**src/hw/rtl/mrr_pkg.sv**
```systemverilog
// ----------------------------------------------------------------------------
// mrr_pkg
// Shared types and codes for the memory region registry: opcodes, status
// codes, the command broadcast to the cells and the link between cells.
// ----------------------------------------------------------------------------
package mrr_pkg;

    localparam int ADDR_W   = 64;
    localparam int OP_W     = 2;
    localparam int STATUS_W = 3;
    localparam int SLOT_W   = 4;

    localparam logic [OP_W-1:0] OP_REGISTER   = 2'd0;
    localparam logic [OP_W-1:0] OP_UNREGISTER = 2'd1;
    localparam logic [OP_W-1:0] OP_FIND       = 2'd2;

    localparam logic [STATUS_W-1:0] STATUS_OK        = 3'd0;
    localparam logic [STATUS_W-1:0] STATUS_INVALID   = 3'd1;
    localparam logic [STATUS_W-1:0] STATUS_EXISTS    = 3'd2;
    localparam logic [STATUS_W-1:0] STATUS_NOT_FOUND = 3'd3;
    localparam logic [STATUS_W-1:0] STATUS_FULL      = 3'd4;

    typedef enum logic [1:0] {
        ST_IDLE,
        ST_EVAL,
        ST_RESOLVE
    } state_t;

    // request held for the whole operation; qend is address + span, 65 bits
    typedef struct packed {
        logic [OP_W-1:0]   op;
        logic [ADDR_W-1:0] address;
        logic [ADDR_W-1:0] span;
        logic [ADDR_W:0]   qend;
    } cmd_t;

    // priority link passed from cell to cell
    typedef struct packed {
        logic              sel_seen;
        logic [SLOT_W-1:0] sel_slot;
        logic [ADDR_W-1:0] sel_base;
        logic [ADDR_W-1:0] sel_length;
        logic              free_seen;
        logic [SLOT_W-1:0] free_slot;
    } link_t;

    // commit controls broadcast to all cells
    typedef struct packed {
        logic eval;
        logic do_reg;
        logic do_unreg;
    } ctrl_t;

endpackage

```
**src/hw/rtl/mrr_cell.sv**
```systemverilog
// ----------------------------------------------------------------------------
// mrr_cell
// One table slot: valid bit, base, length and end address. Evaluates the
// request against its slot, then joins the priority link to its neighbor.
// ----------------------------------------------------------------------------
module mrr_cell #(
    parameter int CELL_IDX = 0
) (
    input  logic           clk,
    input  logic           rst_n,
    input  mrr_pkg::cmd_t  cmd,
    input  mrr_pkg::ctrl_t ctrl,
    input  mrr_pkg::link_t link_in,
    output mrr_pkg::link_t link_out
);
    import mrr_pkg::*;

    logic              valid_reg;
    logic              valid_next;
    logic [ADDR_W-1:0] base_reg;
    logic [ADDR_W-1:0] len_reg;
    logic [ADDR_W:0]   end_reg;
    logic              sel_reg;
    logic              sel_next;
    logic              free_reg;
    logic              free_next;
    logic              win_sel;
    logic              win_free;
    logic              write_en;
    logic [SLOT_W-1:0] my_slot;

    assign my_slot  = SLOT_W'(CELL_IDX);
    assign win_sel  = sel_reg && !link_in.sel_seen;
    assign win_free = free_reg && !link_in.free_seen;
    assign write_en = ctrl.do_reg && win_free;

    always_comb
    begin
        sel_next  = sel_reg;
        free_next = free_reg;
        if (ctrl.eval)
        begin
            free_next = !valid_reg;
            if (cmd.op == OP_FIND)
                sel_next = valid_reg && (cmd.address >= base_reg) && (cmd.qend <= end_reg);
            else
                sel_next = valid_reg && (base_reg == cmd.address);
        end
    end

    always_comb
    begin
        valid_next = valid_reg;
        if (write_en)
            valid_next = 1'b1;
        else if (ctrl.do_unreg && win_sel)
            valid_next = 1'b0;
    end

    always_ff @(posedge clk or negedge rst_n)
    begin
        if (!rst_n)
        begin
            valid_reg <= 1'b0;
            sel_reg   <= 1'b0;
            free_reg  <= 1'b0;
        end
        else
        begin
            valid_reg <= valid_next;
            sel_reg   <= sel_next;
            free_reg  <= free_next;
        end
    end

    always_ff @(posedge clk)
    begin
        if (write_en)
        begin
            base_reg <= cmd.address;
            len_reg  <= cmd.span;
            end_reg  <= cmd.qend;
        end
    end

    always_comb
    begin
        link_out = link_in;
        if (win_sel)
        begin
            link_out.sel_seen   = 1'b1;
            link_out.sel_slot   = my_slot;
            link_out.sel_base   = base_reg;
            link_out.sel_length = len_reg;
        end
        if (win_free)
        begin
            link_out.free_seen = 1'b1;
            link_out.free_slot = my_slot;
        end
    end

endmodule

```
**config.mk**
```make
export PLATFORM = sky130hd
export DESIGN_NAME = mrr_cell
export DESIGN_NICKNAME = d
export VERILOG_FILES = /design/src/hw/rtl/mrr_pkg.sv /design/src/hw/rtl/mrr_cell.sv
export SDC_FILE = /design/constraint.sdc
export NUM_CORES = 1
export LEC_CHECK = 0
export BUFFER_PORTS_ARGS = -buffer_cell sky130_fd_sc_hd__buf_4
export CORE_AREA = 3 3 182 184
export CTS_BUF_LIST = sky130_fd_sc_hd__clkbuf_8
export DETAILED_ROUTE_END_ITERATION = 8
export DIE_AREA = 0 0 185 187
export SLEW_MARGIN = 20
export SYNTH_ARGS = -nofsm -noshare
export SYNTH_HDL_FRONTEND = slang
export SYNTH_SLANG_ARGS = --single-unit
export TNS_END_PERCENT = 50
```
**constraint.sdc**
```tcl
create_clock -name clk -period 11.15 [get_ports clk]
set_input_delay 1.115 -clock clk [delete_from_list [all_inputs] [get_ports clk]]
set_output_delay 1.115 -clock clk [all_outputs]
set_load 0.02 [all_outputs]
```
; ---- Word-level counts from Yosys, hierarchy flattened
; Index checks and enable logic that the tools add are counted.
; Widths: inputs -> output; s select.
[totals]
in_bits = 338
elab_cells = 26
register_bits = 196
[classes]
n_eq_ne = 2
mux = 5
n_reduce_logical = 11
magnitude_cmp = 2
[op_table]
columns = cell, n
row1 = $mux 133, 1
row2 = $le 65x65->1, 1
row3 = $eq 64x64->1, 1
row4 = $ge 64x64->1, 1
row5 = $logic_and 1x1->1, 7
row6 = $mux 5, 1
row7 = $logic_not 1->1, 3
row8 = $mux 1, 3
row9 = $eq 2x2->1 const B, 1
row10 = $reduce_bool 2->1, 1

; ---- Logic depth before layout (Yosys ltp)
[depth]
depth_word = 5
ltp_mapped = 9
mapped_depth_nobuf = 9

; ---- Least setup slack after synthesis
; OpenSTA, ideal clock, no wires.
[synth_timing]
path_type = in2reg
start = input link_in[4] in the netlist's numbering
end = register base_reg[0], enable pin
arrival_ps = 9326
path_buffers = 0
stages = 2
slack_ps = 1073
setup_time_ps = 750
cell_sequence = nand2b_1 -> nor2_1
[synth_via]
elab_chain_len = 3
[synth_rtl]
columns = element, line_no
row1 = start: declaration, mrr_cell.sv:13  ; input mrr_pkg::link_t link_in,
row2 = $logic_not 1->1, mrr_cell.sv:34  ; assign win_free = free_reg && !link_in.free_seen;
row3 = $logic_and 1x1->1, mrr_cell.sv:34
row4 = $logic_and 1x1->1, mrr_cell.sv:35  ; assign write_en = ctrl.do_reg && win_free;
row5 = end signal: assignment, mrr_cell.sv:80  ; base_reg <= cmd.address;
row6 = end: declaration, mrr_cell.sv:20  ; logic [ADDR_W-1:0] base_reg;
; No other way between the ends.
; A chain may end at the register's enable or synchronous reset.

==> out/results.tsv <==
metric	value	unit
cellLeakagePower	6.93	nW
ys_seq_area_share	54.3	%
syn_nets	1288	
drcViolationCount	0	
clkTransAtPathRegs	0.10	ns
clkSinkCount	196	
synth_top_cell_by_area	edfxtp_1	
worstPathMaxFanout	73	
drt_wl_total	36400	um
setup_viol	0	
cts_resized	0	
cts_max_level	4	
avgViaCountPerCell	4.75	
synthTopCellsByArea	edfxtp_1 (54%), ha_1 (15%), mux2_2 (13%)	
setup_ws	6.62	ns
finalCritPeriodShare	40.6	%
coreArea	31600	sq um
grt_pass1_wl	51000	um
dp_hpwl	30300	um
arrival	3.41	ns
synth_edf_count	193	
startpoint_type	input pin	
fillers	2963	
maxCapViolations	0	
slew_headroom	34.8	%
cellPowerDensity	109	nW/um^2
post_cts_buffers	0	
syn_inst	821	
synth_compound_area_share	6.17	%
gr-total-overflow	0	
holdBufCountCts	0	
drt_iter0_markers	287	
finalHoldViolCount	0	
synth.distinct_cells	47	
worst-endpoint-required	10.04	ns
fin_nets	1773	
hold_class	input pin to async pin	
grt_usage	20.1	%
cts_tree	built	
ir_drop	0.0741	mV
port-buffer-count	475	
worst_setup_path_end_kind	output pin	
cts-root-buf	clkbuf_8	
power	1.65	mW
largest_reg_flops	65	
synth-seq-cells	196	
rsz0062_at_grt	false	
layout.cells.non_filler	1722	
ant_nets	0	
syn_to_final_growth	40.7	%
die_x	185	um
antenna_found_initial	8	
seqCellArea	5870	sq um
crit_type	input pin to output pin	
first_pass_iters	5	
ios	476	
synth_top_family_by_area	adder cells	
via_count	8184	
multi_input_area	4400	sq um
ys_top_cells_by_count	edfxtp_1 (193), inv_1 (133), ha_1 (129)	
synth_adder_area_share	14.9	%
synthXorXnorAreaFrac	0	%
grt_pass1_vias	8409	
wire_per_inst	21.1	um
async_flop_share	1.53	%
status	finished clean	
design.die.area	34600	sq um
worst_slew_pin_slew	0.978	ns
gp_congestion	0.852	
ys_warn_count	0	
hold_ws	0.419	ns
fmax	221	MHz
syn_area_per_cell	13.2	sq um
dpl.cell_count	1689	
period_needed	4.53	ns
clock_skew	0.0188	ns
insertion_delay	0.46	ns
num_rows	65	
initial_core_util	34.3	%
synth_top_area_share	53.6	%
slew_viol_final	0	
clockBufferDepth	2	
layout-drive-gt1-share	49.6	%
synthSimpleGateAreaFrac	6.11	%
die_h	187	um
yosys_most_used_dff	edfxtp_1	
fin_tns_setup	0	ns
yosysMostFrequentCell	edfxtp_1	
synth_mux_area_share	13.3	%
cts_buffers	17	
grt_max_degree	74	
dp_slack	6.57	ns
syn_area	10800	sq um
[critical path, cell delays in order]
cell	delay [ns]
buf_4	0.12
nor2_4	0.07
buf_4	0.58
buf_4	0.83
mux2_2	0.43
buf_4	0.16
[where the power goes]
part / internal [mW] / total (mW) / switching [mW]
combinational: 0.189 / 0.363 / 0.174
sequential: 0.848 / 0.863 / 0.0146
clock: 0.156 / 0.428 / 0.272
[area by class of cell]
type | instances | area share (%)
Inverter | 133 | 3.28
Timing Repair Buffer | 480 | 23.7
Clock inverter | 15 | 0.691
Clock buffer | 17 | 1.54
Sequential cell | 196 | 38.6
Multi-Input combinational cell | 478 | 28.9
Tap cell | 402 | 3.31
Antenna cell | 1 | 0.0164
[cells in the final DEF (no fill, tap or decap), types with 3 or more instances in the layout]
| cell type | instances |
|---|---|
| buf_4 | 480 |
| edfxtp_1 | 193 |
| inv_1 | 134 |
| ha_1 | 129 |
| mux2_2 | 128 |
| a21oi_1 | 52 |
| nand2_1 | 30 |
| nand4_1 | 18 |
| clkbuf_8 | 17 |
| o21ai_0 | 15 |
| nor2_1 | 14 |
| a21o_1 | 10 |
| nand3_1 | 10 |
| and2_1 | 5 |
| and4_1 | 5 |
| o21ai_1 | 5 |
| nand4_2 | 5 |
| inv_6 | 5 |
| nor2b_1 | 4 |
| nor3_1 | 4 |
| a211oi_1 | 4 |
| a221oi_1 | 4 |
| o211ai_1 | 3 |
| clkinv_2 | 3 |
| dfrtp_1 | 3 |
[metal layers]
layer / vias to the layer above / GRT usage (%) / wire length (um)
li1: 3996 / - / -
met1: 3812 / 20.0 / 12300
met2: 319 / 37.9 / 19400
met3: 43 / 7.68 / 3450
met4: 14 / 6.78 / 1130
met5: - / 0 / 96
[through the flow]
stage | cell area (sq um) | utilization (%)
after floorplan | 10800 | -
after global placement | 14900 | 47.1
after detailed placement | 14900 | 47.1
after CTS | 15200 | 48.2
after global routing | 15200 | 48.2
final | 15200 | 48.2
[worst paths after layout]
check | from | endpoint | slack [ns] | cells past startpoint
worst max-delay path | link_in[137] | link_out[65] | 6.62 | 6
worst min-delay path | rst_n | sel_reg$_DFFE_PN0P_ | 0.42 | 1
worst max register to register | free_reg$_DFFE_PN0P_ | end_reg[52]$_DFFE_PP_ | 8.47 | 4
worst min register to register | valid_reg$_DFFE_PN0P_ | free_reg$_DFFE_PN0P_ | 0.49 | 1
max in group asynchronous | rst_n | free_reg$_DFFE_PN0P_ | 10.64 | 1
min in group clk | valid_reg$_DFFE_PN0P_ | free_reg$_DFFE_PN0P_ | 0.49 | 1
[cell families after synthesis]
logic type,Yosys count
compound gates,110
fa+ha+maj,129
buf+inv,147
flops,196
mux,128
simple gates,111
(Power assumes the default switching activity.)
